[src/rtl/core/uhm_pkg.sv]
package uhm_pkg;

    localparam int ControlPacketSize   = 8;
    localparam int InterruptPacketSize = 8;
    localparam int RomSize             = 164;

    localparam logic [3:0] CMD_SETUP   = 4'd0;
    localparam logic [3:0] CMD_EP0_IN  = 4'd1;
    localparam logic [3:0] CMD_EP0_OUT = 4'd2;
    localparam logic [3:0] CMD_EP1_IN  = 4'd3;
    localparam logic [3:0] CMD_RESET   = 4'd4;
    localparam logic [3:0] CMD_PRESS   = 4'd5;
    localparam logic [3:0] CMD_RELEASE = 4'd6;
    localparam logic [3:0] CMD_MOVE    = 4'd7;
    localparam logic [3:0] CMD_SCROLL  = 4'd8;

    localparam logic [1:0] HS_ACK   = 2'd0;
    localparam logic [1:0] HS_NAK   = 2'd1;
    localparam logic [1:0] HS_STALL = 2'd2;
    localparam logic [1:0] HS_KEEP  = 2'd3;

    localparam logic [1:0] TG_NONE = 2'd0;
    localparam logic [1:0] TG_D1   = 2'd1;
    localparam logic [1:0] TG_D0   = 2'd2;

    localparam logic [7:0] OFS_DEV  = 8'd0;
    localparam logic [7:0] OFS_CFG  = 8'd18;
    localparam logic [7:0] OFS_RPT  = 8'd52;
    localparam logic [7:0] OFS_LANG = 8'd104;
    localparam logic [7:0] OFS_VEND = 8'd108;
    localparam logic [7:0] OFS_PROD = 8'd122;
    localparam logic [7:0] OFS_SER  = 8'd142;

    // descriptor byte at address a; packet sizes patched in by the caller
    function automatic logic [7:0] rom_byte(input logic [7:0] a, input logic [7:0] cps,
                                            input logic [7:0] ips);
        logic [7:0] v;
        v = 8'h00;
        case (a)
            8'd0: v = 8'd18;   8'd1: v = 8'h01;   8'd2: v = 8'h10;   8'd3: v = 8'h01;
            8'd4: v = 8'h00;   8'd5: v = 8'h00;   8'd6: v = 8'h00;   8'd7: v = cps;
            8'd8: v = 8'h86;   8'd9: v = 8'h1A;   8'd10: v = 8'h0C;  8'd11: v = 8'hFE;
            8'd12: v = 8'h00;  8'd13: v = 8'h01;  8'd14: v = 8'h01;  8'd15: v = 8'h02;
            8'd16: v = 8'h03;  8'd17: v = 8'h01;
            8'd18: v = 8'h09;  8'd19: v = 8'h02;  8'd20: v = 8'd34;  8'd21: v = 8'd0;
            8'd22: v = 8'h01;  8'd23: v = 8'h01;  8'd24: v = 8'h00;  8'd25: v = 8'h80;
            8'd26: v = 8'h32;
            8'd27: v = 8'h09;  8'd28: v = 8'h04;  8'd29: v = 8'h00;  8'd30: v = 8'h00;
            8'd31: v = 8'h01;  8'd32: v = 8'h03;  8'd33: v = 8'h01;  8'd34: v = 8'h02;
            8'd35: v = 8'h04;
            8'd36: v = 8'h09;  8'd37: v = 8'h21;  8'd38: v = 8'h10;  8'd39: v = 8'h01;
            8'd40: v = 8'h00;  8'd41: v = 8'h01;  8'd42: v = 8'h22;  8'd43: v = 8'd52;
            8'd44: v = 8'd0;
            8'd45: v = 8'h07;  8'd46: v = 8'h05;  8'd47: v = 8'h81;  8'd48: v = 8'h03;
            8'd49: v = ips;    8'd50: v = 8'h00;  8'd51: v = 8'h01;
            8'd52: v = 8'h05;  8'd53: v = 8'h01;  8'd54: v = 8'h09;  8'd55: v = 8'h02;
            8'd56: v = 8'hA1;  8'd57: v = 8'h01;  8'd58: v = 8'h09;  8'd59: v = 8'h01;
            8'd60: v = 8'hA1;  8'd61: v = 8'h00;  8'd62: v = 8'h05;  8'd63: v = 8'h09;
            8'd64: v = 8'h19;  8'd65: v = 8'h01;  8'd66: v = 8'h29;  8'd67: v = 8'h03;
            8'd68: v = 8'h15;  8'd69: v = 8'h00;  8'd70: v = 8'h25;  8'd71: v = 8'h01;
            8'd72: v = 8'h75;  8'd73: v = 8'h01;  8'd74: v = 8'h95;  8'd75: v = 8'h03;
            8'd76: v = 8'h81;  8'd77: v = 8'h02;  8'd78: v = 8'h75;  8'd79: v = 8'h05;
            8'd80: v = 8'h95;  8'd81: v = 8'h01;  8'd82: v = 8'h81;  8'd83: v = 8'h03;
            8'd84: v = 8'h05;  8'd85: v = 8'h01;  8'd86: v = 8'h09;  8'd87: v = 8'h30;
            8'd88: v = 8'h09;  8'd89: v = 8'h31;  8'd90: v = 8'h09;  8'd91: v = 8'h38;
            8'd92: v = 8'h15;  8'd93: v = 8'h81;  8'd94: v = 8'h25;  8'd95: v = 8'h7F;
            8'd96: v = 8'h75;  8'd97: v = 8'h08;  8'd98: v = 8'h95;  8'd99: v = 8'h03;
            8'd100: v = 8'h81; 8'd101: v = 8'h06; 8'd102: v = 8'hC0; 8'd103: v = 8'hC0;
            8'd104: v = 8'h04; 8'd105: v = 8'h03; 8'd106: v = 8'h09; 8'd107: v = 8'h04;
            8'd108: v = 8'd14; 8'd109: v = 8'h03; 8'd110: v = 8'h77; 8'd112: v = 8'h63;
            8'd114: v = 8'h68; 8'd116: v = 8'h2E; 8'd118: v = 8'h63; 8'd120: v = 8'h6E;
            8'd122: v = 8'd20; 8'd123: v = 8'h03; 8'd124: v = 8'h55; 8'd126: v = 8'h53;
            8'd128: v = 8'h42; 8'd130: v = 8'h20; 8'd132: v = 8'h4D; 8'd134: v = 8'h6F;
            8'd136: v = 8'h75; 8'd138: v = 8'h73; 8'd140: v = 8'h65;
            8'd142: v = 8'd22; 8'd143: v = 8'h03; 8'd144: v = 8'h44; 8'd146: v = 8'h45;
            8'd148: v = 8'h41; 8'd150: v = 8'h44; 8'd152: v = 8'h42; 8'd154: v = 8'h45;
            8'd156: v = 8'h45; 8'd158: v = 8'h46; 8'd160: v = 8'h30; 8'd162: v = 8'h32;
            default: v = 8'h00;
        endcase
        return v;
    endfunction

endpackage

[src/rtl/core/uhm_rom.sv]
module uhm_rom
    import uhm_pkg::*;
#(
    parameter int CONTROL_PACKET_SIZE   = ControlPacketSize,
    parameter int INTERRUPT_PACKET_SIZE = InterruptPacketSize
)
(
    input  logic       clk,
    input  logic [7:0] addr,
    output logic [7:0] rdata
);

    logic [7:0] rdata_reg;

    always_ff @(posedge clk)
    begin
        rdata_reg <= rom_byte(addr, 8'(CONTROL_PACKET_SIZE), 8'(INTERRUPT_PACKET_SIZE));
    end

    assign rdata = rdata_reg;

endmodule

[src/rtl/core/usb_hid_mouse_control_responder.sv]
// Channel   Direction  Handshake        Fields
// command   in         start / busy     cmd, request_*, button_mask, *_delta
// response  out        strobe (1 cycle) endpoint .. last
//
// Results go out one per cycle, except descriptor bytes. A command is first decoded in
// ST_DECODE, then emits its results (one per data byte, up to CONTROL_PACKET_SIZE bytes
// capped at 64); a descriptor byte waits in ST_READ for the synchronous ROM read
// before ST_BYTE emits it. busy drops in the cycle that carries the final strobe.
// Asynchronous active-low reset clears the control state and the report.
// The receiver cannot stall: results go out at the strobe unconditionally.
module usb_hid_mouse_control_responder
    import uhm_pkg::*;
#(
    parameter int CONTROL_PACKET_SIZE   = ControlPacketSize,
    parameter int INTERRUPT_PACKET_SIZE = InterruptPacketSize
)
(
    input  logic        clk,
    input  logic        rst_n,
    input  logic        start,
    output logic        busy,
    input  logic [3:0]  cmd,
    input  logic [7:0]  request_type,
    input  logic [7:0]  request_code,
    input  logic [15:0] request_value,
    input  logic [15:0] request_index,
    input  logic [15:0] request_length,
    input  logic [7:0]  button_mask,
    input  logic [7:0]  x_delta,
    input  logic [7:0]  y_delta,
    input  logic [7:0]  wheel_delta,
    output logic        strobe,
    output logic        endpoint,
    output logic [6:0]  tx_length,
    output logic [7:0]  data_byte,
    output logic        byte_valid,
    output logic [1:0]  in_handshake,
    output logic [1:0]  out_handshake,
    output logic [1:0]  toggle_reset,
    output logic [6:0]  new_address,
    output logic        address_apply,
    output logic        last
);

    localparam int ChunkMax = (CONTROL_PACKET_SIZE > 64) ? 64 : CONTROL_PACKET_SIZE;

    typedef enum logic [4:0] {
        ST_IDLE   = 5'b00001,
        ST_DECODE = 5'b00010,
        ST_ONE    = 5'b00100,
        ST_READ   = 5'b01000,
        ST_BYTE   = 5'b10000
    } state_t;

    state_t      state_reg, state_next;
    logic [3:0]  cmd_reg;
    logic [7:0]  rtype_in_reg, code_in_reg, mask_reg, xd_reg, yd_reg, wd_reg;
    logic [15:0] value_reg, index_reg, wlen_reg;

    logic [7:0]  saved_type_reg, saved_code_reg;
    logic [15:0] remaining_reg;
    logic [7:0]  dptr_reg;
    logic        dactive_reg;
    logic [6:0]  paddr_reg;
    logic [7:0]  config_reg, idle_reg, proto_reg;
    logic [7:0]  rpt_reg [4];
    logic        rpt_pending_reg;

    // packet sequencer
    logic [6:0]  len_reg;
    logic [6:0]  cnt_reg;
    logic        from_rom_reg;
    logic [7:0]  small_reg [4];
    logic [1:0]  inh_reg, outh_reg, tog_reg;
    logic        ep_reg;
    logic        second_reg;   // ep0 status after ep1 feature, or reset second result

    logic [7:0]  rom_data;
    logic [7:0]  rom_addr;

    uhm_rom #(
        .CONTROL_PACKET_SIZE  (CONTROL_PACKET_SIZE),
        .INTERRUPT_PACKET_SIZE(INTERRUPT_PACKET_SIZE)
    ) u_rom (
        .clk  (clk),
        .addr (rom_addr),
        .rdata(rom_data)
    );

    assign rom_addr = dptr_reg;
    assign busy = (state_reg != ST_IDLE);

    // output registers
    logic        strobe_reg, ep_o_reg, bv_reg, apply_reg, last_reg;
    logic [6:0]  txl_reg, naddr_reg;
    logic [7:0]  db_reg;
    logic [1:0]  inh_o_reg, outh_o_reg, tog_o_reg;

    assign strobe = strobe_reg;
    assign endpoint = ep_o_reg;
    assign tx_length = txl_reg;
    assign data_byte = db_reg;
    assign byte_valid = bv_reg;
    assign in_handshake = inh_o_reg;
    assign out_handshake = outh_o_reg;
    assign toggle_reset = tog_o_reg;
    assign new_address = naddr_reg;
    assign address_apply = apply_reg;
    assign last = last_reg;

    // setup decode
    logic        d_stall, d_rom, d_feat;
    logic [7:0]  d_ofs;
    logic [6:0]  d_len;
    logic [1:0]  d_f_in, d_f_out;
    always_comb
    begin
        d_stall = 1'b0;
        d_rom = 1'b0;
        d_feat = 1'b0;
        d_ofs = OFS_DEV;
        d_len = 7'd0;
        d_f_in = HS_KEEP;
        d_f_out = HS_KEEP;
        if (rtype_in_reg[6:5] == 2'b00)
        begin
            case (code_in_reg)
                8'h00: d_len = 7'd2;
                8'h01:
                begin
                    if (rtype_in_reg[4:0] != 5'h02) d_stall = 1'b1;
                    else if (index_reg[7:0] == 8'h01)
                    begin
                        d_feat = 1'b1; d_f_out = HS_ACK;
                    end
                    else if (index_reg[7:0] == 8'h81)
                    begin
                        d_feat = 1'b1; d_f_in = HS_NAK;
                    end
                    else d_stall = 1'b1;
                end
                8'h03:
                begin
                    if (rtype_in_reg[4:0] != 5'h02 || index_reg[15:8] != 8'h00) d_stall = 1'b1;
                    else if (index_reg[7:0] == 8'h01)
                    begin
                        d_feat = 1'b1; d_f_out = HS_STALL;
                    end
                    else if (index_reg[7:0] == 8'h81)
                    begin
                        d_feat = 1'b1; d_f_in = HS_STALL;
                    end
                    else d_stall = 1'b1;
                end
                8'h05: d_len = 7'd0;
                8'h06:
                begin
                    case (value_reg[15:8])
                        8'h01:
                        begin
                            d_rom = 1'b1; d_ofs = OFS_DEV; d_len = 7'd18;
                        end
                        8'h02:
                        begin
                            d_rom = 1'b1; d_ofs = OFS_CFG; d_len = 7'd34;
                        end
                        8'h03:
                        begin
                            d_rom = 1'b1;
                            case (value_reg[7:0])
                                8'd0:
                                begin
                                    d_ofs = OFS_LANG; d_len = 7'd4;
                                end
                                8'd1:
                                begin
                                    d_ofs = OFS_VEND; d_len = 7'd14;
                                end
                                8'd2, 8'd4:
                                begin
                                    d_ofs = OFS_PROD; d_len = 7'd20;
                                end
                                default:
                                begin
                                    d_ofs = OFS_SER; d_len = 7'd22;
                                end
                            endcase
                        end
                        8'h22:
                        begin
                            if (value_reg[7:0] == 8'h00)
                            begin
                                d_rom = 1'b1; d_ofs = OFS_RPT; d_len = 7'd52;
                            end
                            else d_stall = 1'b1;
                        end
                        default: d_stall = 1'b1;
                    endcase
                end
                8'h08, 8'h0A: d_len = 7'd1;
                8'h09, 8'h0B: d_len = 7'd0;
                default: d_stall = 1'b1;
            endcase
        end
        else if (rtype_in_reg[6:5] == 2'b01)
        begin
            case (code_in_reg)
                8'h01: d_len = 7'd4;
                8'h02, 8'h03: d_len = 7'd1;
                8'h09, 8'h0A, 8'h0B: d_len = 7'd0;
                default: d_stall = 1'b1;
            endcase
        end
        else
        begin
            d_stall = 1'b1;
        end
    end

    logic [15:0] setup_rem;
    logic [6:0]  setup_chunk;
    logic [15:0] in_chunk_w;
    always_comb
    begin
        setup_rem = (wlen_reg > {9'd0, d_len}) ? {9'd0, d_len} : wlen_reg;
        setup_chunk = (setup_rem > 16'(ChunkMax)) ? 7'(ChunkMax) : setup_rem[6:0];
        in_chunk_w = (remaining_reg > 16'(ChunkMax)) ? 16'(ChunkMax) : remaining_reg;
    end

    logic is_desc;
    assign is_desc = (saved_type_reg[6:5] == 2'b00) && (saved_code_reg == 8'h06);

    logic [7:0] cur_byte;
    always_comb
    begin
        if (from_rom_reg)
            cur_byte = (dactive_reg && dptr_reg < 8'(RomSize)) ? rom_data : 8'h00;
        else
            cur_byte = (cnt_reg < 7'd4) ? small_reg[cnt_reg[1:0]] : 8'h00;
    end

    always_comb
    begin
        state_next = state_reg;
        case (state_reg)
            ST_IDLE:   if (start) state_next = ST_DECODE;
            default:   state_next = state_reg;
        endcase
    end

    always_ff @(posedge clk or negedge rst_n)
    begin
        if (!rst_n)
        begin
            state_reg <= ST_IDLE;
            saved_type_reg <= '0;
            saved_code_reg <= '0;
            remaining_reg <= '0;
            dptr_reg <= '0;
            dactive_reg <= 1'b0;
            paddr_reg <= '0;
            config_reg <= '0;
            idle_reg <= '0;
            proto_reg <= 8'h01;
            rpt_reg <= '{default: 8'h00};
            rpt_pending_reg <= 1'b0;
            strobe_reg <= 1'b0;
            second_reg <= 1'b0;
            len_reg <= '0;
            cnt_reg <= '0;
            from_rom_reg <= 1'b0;
        end
        else
        begin
            strobe_reg <= 1'b0;
            case (state_reg)
                ST_IDLE:
                begin
                    state_reg <= state_next;
                end
                ST_DECODE:
                begin
                    state_reg <= ST_ONE;
                    second_reg <= 1'b0;
                    len_reg <= 7'd0;
                    cnt_reg <= 7'd0;
                    from_rom_reg <= 1'b0;
                    ep_reg <= 1'b0;
                    inh_reg <= HS_KEEP;
                    outh_reg <= HS_KEEP;
                    tog_reg <= TG_NONE;
                    small_reg <= '{default: 8'h00};
                    naddr_reg <= 7'd0;
                    apply_reg <= 1'b0;
                    case (cmd_reg)
                        CMD_SETUP:
                        begin
                            saved_type_reg <= rtype_in_reg;
                            saved_code_reg <= d_stall ? 8'hFF : code_in_reg;
                            dactive_reg <= d_rom && !d_stall;
                            dptr_reg <= (d_rom && !d_stall) ? d_ofs : 8'd0;
                            if (d_stall)
                            begin
                                remaining_reg <= wlen_reg;
                                inh_reg <= HS_STALL; outh_reg <= HS_STALL; tog_reg <= TG_D1;
                            end
                            else
                            begin
                                remaining_reg <= setup_rem - {9'd0, setup_chunk};
                                len_reg <= setup_chunk;
                                from_rom_reg <= d_rom;
                                inh_reg <= HS_ACK; outh_reg <= HS_ACK; tog_reg <= TG_D1;
                                if (d_rom && setup_chunk != 7'd0) state_reg <= ST_READ;
                                if (rtype_in_reg[6:5] == 2'b00)
                                begin
                                    case (code_in_reg)
                                        8'h05: paddr_reg <= value_reg[6:0];
                                        8'h08: small_reg[0] <= config_reg;
                                        8'h09: config_reg <= value_reg[7:0];
                                        default: ;
                                    endcase
                                end
                                else
                                begin
                                    case (code_in_reg)
                                        8'h01: small_reg <= rpt_reg;
                                        8'h02: small_reg[0] <= idle_reg;
                                        8'h03: small_reg[0] <= proto_reg;
                                        8'h0A: idle_reg <= value_reg[15:8];
                                        8'h0B: proto_reg <= value_reg[7:0];
                                        default: ;
                                    endcase
                                end
                            end
                            if (d_feat)
                            begin
                                // ep1 result first, ep0 status follows
                                second_reg <= 1'b1;
                                ep_reg <= 1'b1;
                                inh_reg <= d_f_in; outh_reg <= d_f_out; tog_reg <= TG_D0;
                                state_reg <= ST_ONE;
                            end
                        end
                        CMD_EP0_IN:
                        begin
                            if (is_desc)
                            begin
                                len_reg <= in_chunk_w[6:0];
                                remaining_reg <= remaining_reg - in_chunk_w;
                                from_rom_reg <= 1'b1;
                                inh_reg <= HS_ACK;
                                if (in_chunk_w != 16'd0) state_reg <= ST_READ;
                            end
                            else if (saved_type_reg[6:5] == 2'b00 && saved_code_reg == 8'h05)
                            begin
                                naddr_reg <= paddr_reg;
                                apply_reg <= 1'b1;
                            end
                        end
                        CMD_EP0_OUT:
                        begin
                            inh_reg <= HS_ACK; outh_reg <= HS_ACK; tog_reg <= TG_D1;
                        end
                        CMD_EP1_IN:
                        begin
                            rpt_reg[1] <= 8'h00; rpt_reg[2] <= 8'h00; rpt_reg[3] <= 8'h00;
                            rpt_pending_reg <= 1'b0;
                            ep_reg <= 1'b1;
                        end
                        CMD_RESET:
                        begin
                            rpt_reg <= '{default: 8'h00};
                            rpt_pending_reg <= 1'b0;
                            idle_reg <= 8'h00;
                            proto_reg <= 8'h01;
                            inh_reg <= HS_NAK; outh_reg <= HS_ACK; tog_reg <= TG_D0;
                            second_reg <= 1'b1;
                        end
                        CMD_PRESS, CMD_RELEASE, CMD_MOVE, CMD_SCROLL:
                        begin
                            small_reg <= rpt_reg;
                            if (cmd_reg == CMD_PRESS)
                            begin
                                rpt_reg[0] <= rpt_reg[0] | mask_reg;
                                small_reg[0] <= rpt_reg[0] | mask_reg;
                            end
                            else if (cmd_reg == CMD_RELEASE)
                            begin
                                rpt_reg[0] <= rpt_reg[0] & ~mask_reg;
                                small_reg[0] <= rpt_reg[0] & ~mask_reg;
                            end
                            else if (cmd_reg == CMD_MOVE)
                            begin
                                rpt_reg[1] <= rpt_reg[1] + xd_reg;
                                rpt_reg[2] <= rpt_reg[2] + yd_reg;
                                small_reg[1] <= rpt_reg[1] + xd_reg;
                                small_reg[2] <= rpt_reg[2] + yd_reg;
                            end
                            else
                            begin
                                rpt_reg[3] <= rpt_reg[3] + wd_reg;
                                small_reg[3] <= rpt_reg[3] + wd_reg;
                            end
                            rpt_pending_reg <= 1'b1;
                            ep_reg <= 1'b1;
                            len_reg <= 7'd4;
                            inh_reg <= HS_ACK;
                        end
                        default: state_reg <= ST_IDLE;
                    endcase
                end
                ST_READ:
                begin
                    // ROM data for dptr_reg is valid next cycle
                    state_reg <= ST_BYTE;
                end
                ST_ONE, ST_BYTE:
                begin
                    strobe_reg <= 1'b1;
                    ep_o_reg <= ep_reg;
                    txl_reg <= len_reg;
                    inh_o_reg <= inh_reg;
                    outh_o_reg <= outh_reg;
                    tog_o_reg <= tog_reg;
                    if (len_reg == 7'd0)
                    begin
                        db_reg <= 8'h00;
                        bv_reg <= 1'b0;
                        last_reg <= !second_reg;
                        if (second_reg)
                        begin
                            second_reg <= 1'b0;
                            if (cmd_reg == CMD_RESET)
                                ep_reg <= 1'b1;
                            else
                            begin
                                // ep0 status stage of a feature request
                                ep_reg <= 1'b0;
                                inh_reg <= HS_ACK; outh_reg <= HS_ACK; tog_reg <= TG_D1;
                            end
                        end
                        else
                            state_reg <= ST_IDLE;
                    end
                    else
                    begin
                        db_reg <= cur_byte;
                        bv_reg <= 1'b1;
                        last_reg <= (cnt_reg == len_reg - 7'd1);
                        cnt_reg <= cnt_reg + 7'd1;
                        if (from_rom_reg)
                        begin
                            dptr_reg <= dptr_reg + 8'd1;
                            state_reg <= ST_READ;
                        end
                        if (cnt_reg == len_reg - 7'd1)
                            state_reg <= ST_IDLE;
                    end
                end
                default: state_reg <= ST_IDLE;
            endcase
        end
    end

    always_ff @(posedge clk)
    begin
        if (start && !busy)
        begin
            cmd_reg <= cmd;
            rtype_in_reg <= request_type;
            code_in_reg <= request_code;
            value_reg <= request_value;
            index_reg <= request_index;
            wlen_reg <= request_length;
            mask_reg <= button_mask;
            xd_reg <= x_delta;
            yd_reg <= y_delta;
            wd_reg <= wheel_delta;
        end
    end

endmodule
[config.mk]
export PLATFORM = sky130hd
export DESIGN_NAME = usb_hid_mouse_control_responder
export DESIGN_NICKNAME = d
export VERILOG_FILES = /design/src/rtl/core/uhm_pkg.sv /design/src/rtl/core/uhm_rom.sv /design/src/rtl/core/usb_hid_mouse_control_responder.sv
export SDC_FILE = /design/constraint.sdc
export NUM_CORES = 1
export LEC_CHECK = 0
export ABC_AREA = 0
export BUFFER_PORTS_ARGS = -buffer_cell sky130_fd_sc_hd__buf_4
export CAP_MARGIN = 20
export CORE_ASPECT_RATIO = 0.9
export CORE_UTILIZATION = 48
export DETAILED_ROUTE_END_ITERATION = 7
export PLACE_DENSITY = 0.66
export SETUP_SLACK_MARGIN = 0.5
export SYNTH_ARGS = -nofsm -noshare
export SYNTH_HDL_FRONTEND = slang
export SYNTH_HIERARCHICAL = 1
export SYNTH_SLANG_ARGS = --single-unit
[constraint.sdc]
create_clock -name clk -period 6.3 [get_ports clk]
set_input_delay 0.315 -clock clk [delete_from_list [all_inputs] [get_ports clk]]
set_output_delay 0.315 -clock clk [all_outputs]
set_load 0.05 [all_outputs]
==> results.json, run 1 <==
{
  "finalSetupViolCount": 0,
  "p_total_mw": 5.938,
  "pin_count": 137,
  "cts_made_buffers": 34,
  "gp_congestion": 0.9328,
  "maxCapViolCount": 0,
  "antenna_found_initial": 1,
  "drtIter0Drc": 1170,
  "rsz0062_at_grt": "false",
  "start_util_pct": 48.83,
  "period_needed_ns": 5.281,
  "post-dp-hpwl_um": 30790,
  "clk_pin_slew_ns": 0.06,
  "die_h_um": 175.7,
  "gr-total-overflow": 0,
  "grt_pass1_wl_um": 70200,
  "cp.arrival_ns": 5.70,
  "areaGrowthSynthToFinish_pct": 20.63,
  "fmax_mhz": 189.4,
  "synth_cell_type_count": 98,
  "holdCritStartpoint": "start",
  "finalHoldViolCount": 0,
  "grt_max_degree": 72,
  "vias": 13130,
  "die_x_um": 195.0,
  "drive_gt1_share_pct": 15.39,
  "place_area_um2": 17370,
  "cts_tree": "done",
  "tns_ns": 0,
  "whs_path_depth": 2,
  "first_global_vias": 12590,
  "grt_usage_pct": 26.11,
  "postCtsSetupBuffers": 0,
  "dieArea_um2": 34260,
  "endpoint_kind": "flop",
  "portBuffers": 135,
  "hold_path_class": "in2reg",
  "cp_cell_sequence": "nor4_1 > nand4_1 > a211oi_1 > o21ai_0 > ha_1 > nand4_1 > nand4_1 > a21oi_1 > or2_2 > mux2i_1 > nand2_1 > ha_1 > inv_1 > o211ai_1 > nor3_1 > a31o_2 > a211oi_1 > a311oi_1",
  "netlist_top_cells_area": "edfxtp_1, dfrtp_1, o21ai_0",
  "critPathMostFrequentCell": "nand4_1",
  "wirelength_um": 44870,
  "synth_flop_cell": "edfxtp_1",
  "fin_cells": 2189,
  "power.density_nw_per_um2": 305.9,
  "reg2reg_depth": 18,
  "core_area_um2": 32950,
  "cp_num_buf_inv": 1,
  "path_delay_family": "simple AND/OR/NAND/NOR gates",
  "outcome": "finished, final reports clean",
  "synth_edf_count": 170,
  "irDropWorstVdd_mv": 0.2077,
  "synth.top_cell.area_share_pct": 31.73,
  "worstMarginPinSlew_ns": 1.147,
  "dp_slack_ns": 1.173,
  "root_buffer": "clkbuf_16",
  "avgSynthCellArea_um2": 10.43,
  "path_class": "reg2reg",
  "drc": 0,
  "clock_sinks": 298,
  "synth_top_area_cell": "edfxtp_1",
  "async_flop_share_pct": 40.27,
  "crit_slowest_cell": "nor4_1",
  "worstPathRequired_ns": 6.72,
  "critical_path_depth": 18,
  "final_util_pct": 58.90,
  "regToRegEndpoint": "remaining_reg[8]",
  "setup_ws_ns": 1.019,
  "finalCritPeriodShare_pct": 83.82,
  "avgViaCountPerCell": 5.997,
  "wl_per_cell_um": 20.50,
  "register_area_um2": 8272,
  "rows": 63,
  "path_max_fanout": 15,
  "multiInputGateArea_um2": 7226,
  "htreeDepth": 2,
  "synth_seq_cells": 298,
  "power_leakage_nw": 7.589,
  "drt_first_pass_iters": 6,
  "hold_end": "state_reg[1]",
  "holdWs_ns": 0.09147,
  "relSlewSlack_pct": 22.94,
  "synth_cells": 1542,
  "fin_area_um2": 19410,
  "clkLatencyLatePin_ns": 0.52,
  "dpl.cell_count": 2027,
  "start_kind": "flop",
  "maxSlewViolCount": 0,
  "cts_max_path_buffers": 3,
  "nets": 1888,
  "synth.most_common_cell": "edfxtp_1",
  "nFillCells": 2762,
  "ys_seq_area_share_pct": 51.40,
  "syn_area_um2": 16090,
  "antenna_left": 0,
  "skew_ns": 0.01723,
  "antenna_cells": 0,
  "synth_commonest_cells": "edfxtp_1, nand2_1, o21ai_0",
  "r2r-start": "value_reg[13]",
  "r2r_setup_slack_ns": 1.02,
  "cpPeakStageDelay_ns": 0.62,
  "synth.yosys.warnings": 6
}
[routing by layer]
metal / vias up / part of all wire, % / GRT usage, %
li1: 6218 / - / -
met5: - / 0.029 / 0
met4: 2 / 1.9 / 6.693
met2: 401 / 47 / 42.11
met3: 58 / 4.7 / 3.303
met1: 6449 / 47 / 37.35
[placed cells by master, fill, tap and decap left out, types with 42 or more instances in the layout]
cell / synthesis / routed
nor3_1: 42 / 42
inv_1: 42 / 42
dfrtp_1: 118 / 117
nand3_1: 50 / 50
buf_4: 6 / 156
nand2_1: 160 / 160
nor2_1: 102 / 102
o21ai_0: 129 / 129
dlygate4sd3_1: 0 / 100
edfxtp_1: 170 / 170
a21oi_1: 87 / 87
[logic make-up after synthesis]
family                     share of synthesized area (%)
AOI/OAI and AO/OA                                  20.11
xor gates and xnor gates                           1.625
adders and majority gates                          3.546
buffers and inverters                              3.787
DFF                                                51.40
muxes                                              4.246
other                                            0.02331
and+or+nand+nor                                    15.26
[report_power, final]
group	switching [mW]	internal [mW]	total, mW
logic	0.779	0.521	1.30
registers	0.297	2.48	2.77
clock network	0.774	1.09	1.86
total	1.85	4.09	5.94
[worst max path at each step]
stage,start,to,slack [ns]
after floorplan,code_in_reg[7],remaining_reg[8],1.87
after global placement,value_reg[13],remaining_reg[8],1.24
after detailed placement,value_reg[13],remaining_reg[8],1.17
after CTS,value_reg[13],remaining_reg[8],1.11
after global routing,value_reg[13],remaining_reg[8],0.58
final,value_reg[13],remaining_reg[8],1.02
[repair_timing]
action                                 in CTS  in global routing
gates resized for setup                     0                  0
endpoints found under the hold margin     156                  0
hold buffers                              100                  0
[final cells by class]
type	count	share of cell area, %
clock buffer	50	4.906
sequential	298	42.62
multi-input combinational	1105	37.23
timing repair buffer	257	11.22
inverter	46	0.8896
clock inverter	11	0.4190
tap	422	2.720
Power figures use the tool's default switching activity.
==> inputs of run 2 (changes only) <==
--- a/config.mk
+++ b/config.mk
@@ -11,7 +11,7 @@
 export CORE_ASPECT_RATIO = 0.9
 export CORE_UTILIZATION = 48
 export DETAILED_ROUTE_END_ITERATION = 7
-export PLACE_DENSITY = 0.66
+export PLACE_DENSITY = 0.69
 export SETUP_SLACK_MARGIN = 0.5
 export SYNTH_ARGS = -nofsm -noshare
 export SYNTH_HDL_FRONTEND = slang
==> constraint.sdc (replaced) <==
create_clock -name clk -period 4.3 [get_ports clk]
set_input_delay 0.215 -clock clk [delete_from_list [all_inputs] [get_ports clk]]
set_output_delay 0.215 -clock clk [all_outputs]
set_load 0.05 [all_outputs]
==> results.json, run 2 (synthesized netlist as in run 1, its figures left out) <==
{
  "fmax_mhz": 255.7,
  "core_area_um2": 32950,
  "worstPathRequired_ns": 4.73,
  "nets": 1951,
  "r2r-start": "value_reg[14]",
  "clockPowerShare_pct": 30.7,
  "mostFrequentLayoutCell": "buf_4",
  "reg2reg_depth": 17,
  "p_total_mw": 8.857,
  "start_kind": "flop",
  "relSlewSlack_pct": 30.75,
  "irDropWorstVdd_mv": 0.3764,
  "areaGrowthSynthToFinish_pct": 24.75,
  "tns_ns": 0,
  "clkLatencyLatePin_ns": 0.53,
  "first_global_vias": 13030,
  "finalCritPeriodShare_pct": 90.94,
  "endpoint_kind": "flop",
  "antenna_left": 0,
  "power_frac_comb_pct": 23.5,
  "vias": 13570,
  "maxSlewViolCount": 0,
  "power.density_nw_per_um2": 441.3,
  "cp-endpoint": "remaining_reg[8]",
  "gp_congestion": 0.9354,
  "hold_path_class": "in2async",
  "outcome": "finished, final reports clean",
  "worstMarginPinSlew_ns": 1.031,
  "dieArea_um2": 34260,
  "period_needed_ns": 3.911,
  "path_class": "reg2reg",
  "drt_first_pass_iters": 6,
  "switching_share_pct": 32.22,
  "power_leakage_nw": 7.912,
  "gr-total-overflow": 0,
  "crit_slowest_cell": "edfxtp_1",
  "antenna_cells": 0,
  "r2r_setup_slack_ns": 0.39,
  "die_x_um": 195.0,
  "grt_pass1_wl_um": 74250,
  "avgViaCountPerCell": 6.021,
  "finalHoldViolCount": 0,
  "finalSetupViolCount": 0,
  "cp.arrival_ns": 4.34,
  "clk_pin_slew_ns": 0.06,
  "wl_per_cell_um": 21.03,
  "root_buffer": "clkbuf_16",
  "startpoint": "value_reg[14]",
  "antenna_found_initial": 0,
  "p_seq_share_pct": 45.8,
  "cpPeakStageDelay_ns": 0.44,
  "path_max_fanout": 5,
  "fin_area_um2": 20070,
  "post-dp-hpwl_um": 32490,
  "drive_gt1_share_pct": 19.55,
  "cts_max_path_buffers": 3,
  "cts_tree": "done",
  "grt_usage_pct": 27.73,
  "pin_count": 137,
  "place_area_um2": 17760,
  "drtIter0Drc": 1343,
  "rows": 63,
  "skew_ns": 0.02262,
  "cts_made_buffers": 34,
  "drc": 0,
  "mostFrequentLayoutCells": "buf_4, edfxtp_1, nand2_1, o21ai_0, dfrtp_1",
  "nFillCells": 2685,
  "rsz0062_at_grt": "true",
  "htreeDepth": 2,
  "wirelength_um": 47380,
  "die_h_um": 175.7,
  "maxCapViolCount": 0,
  "cell_internal_pwr_mw": 6.003,
  "clock_sinks": 298,
  "regToRegEndpoint": "remaining_reg[8]",
  "cp_cell_sequence": "nor4_4 > nand4_1 > or3_4 > ha_4 > nand4_1 > nor2_1 > o2111ai_2 > or2_4 > mux2i_4 > nand2_2 > ha_4 > inv_4 > o211ai_1 > nor3_1 > a31o_2 > a211oi_2 > a311oi_1",
  "switchingPower_mw": 2.854,
  "start_util_pct": 48.83,
  "grt_max_degree": 65,
  "portBuffers": 135
}
[run 2: changes by cell type in the layout (fill, tap and decap cells not counted), sizes merged, moves of 5 or more]
cell,delta
buf,+61
clkinv,+5
clkinvlp,+5
clkbuf,-6
[run 2: worst min-delay path by stage]
stage,cells after the start,endpoint,from
CTS,2,remaining_reg[11],rst_n
finish,2,remaining_reg[11],rst_n
floorplan,0,cnt_reg[0],rst_n
detailed placement,1,remaining_reg[11],rst_n
global route,2,remaining_reg[11],rst_n
global placement,1,remaining_reg[11],rst_n
[run 2: cell type report]
cell class,instances,area (µm²),area share (%)
repair buffers,320,2659,13.25
flip-flops and latches,298,8272,41.21
clock inverters,19,127.6,0.6358
well taps,422,528.0,2.631
inverters,46,175.2,0.8727
multi-input cells,1105,7395,36.84
clock buffers,43,915.9,4.563
[run 2: timing repair]
item,in CTS,in global routing
pin swaps,14,11
endpoints found under the hold margin,116,0
gates resized for setup,10,11
setup endpoints to repair,7,10
gates cloned,0,0
buffers inserted,12,9
hold buffers,101,0
[run 2: layer usage]
| metal | GRT usage, % | vias to the layer above | share of wire, % |
|---|---|---|---|
| met5 | 0 | - | 0 |
| met4 | 5.906 | 0 | 1.5 |
| met3 | 3.821 | 53 | 6.0 |
| met2 | 45.03 | 535 | 47 |
| met1 | 39.67 | 6637 | 45 |
| li1 | - | 6340 | - |
[run 2: power by group through the flow]
stage	Combinational [mW]	Sequential, mW	Clock [mW]
4_1_cts	2.03	4.04	2.76
2_1_floorplan	1.33	3.98	0
5_1_grt	2.29	4.11	2.89
3_3_place_gp	1.88	4.06	0
3_5_place_dp	1.93	4.09	0
6_report	2.09	4.06	2.72
[run 2: per-stage QoR]
step	util, %	hold slack (ns)	instances	setup WS (ns)
finish	60.92	0.05871	2253	0.3894
global route	60.92	0.06539	2253	0.1866
CTS	60.53	0.04579	2243	0.2636
detailed placement	53.89	0.05923	2068	0.1421
global placement	53.89	0.05689	2068	0.2415
floorplan	-	-0.08059	1543	0.6788
[run 2: critical path: cells and delay by family (launching register included)]
family	cells	cell delay [ns]
fa+ha+maj	2	0.46
buf+inv	1	0.05
simple gates	8	1.94
compound gates	5	0.73
mux	1	0.20
flops	1	0.44
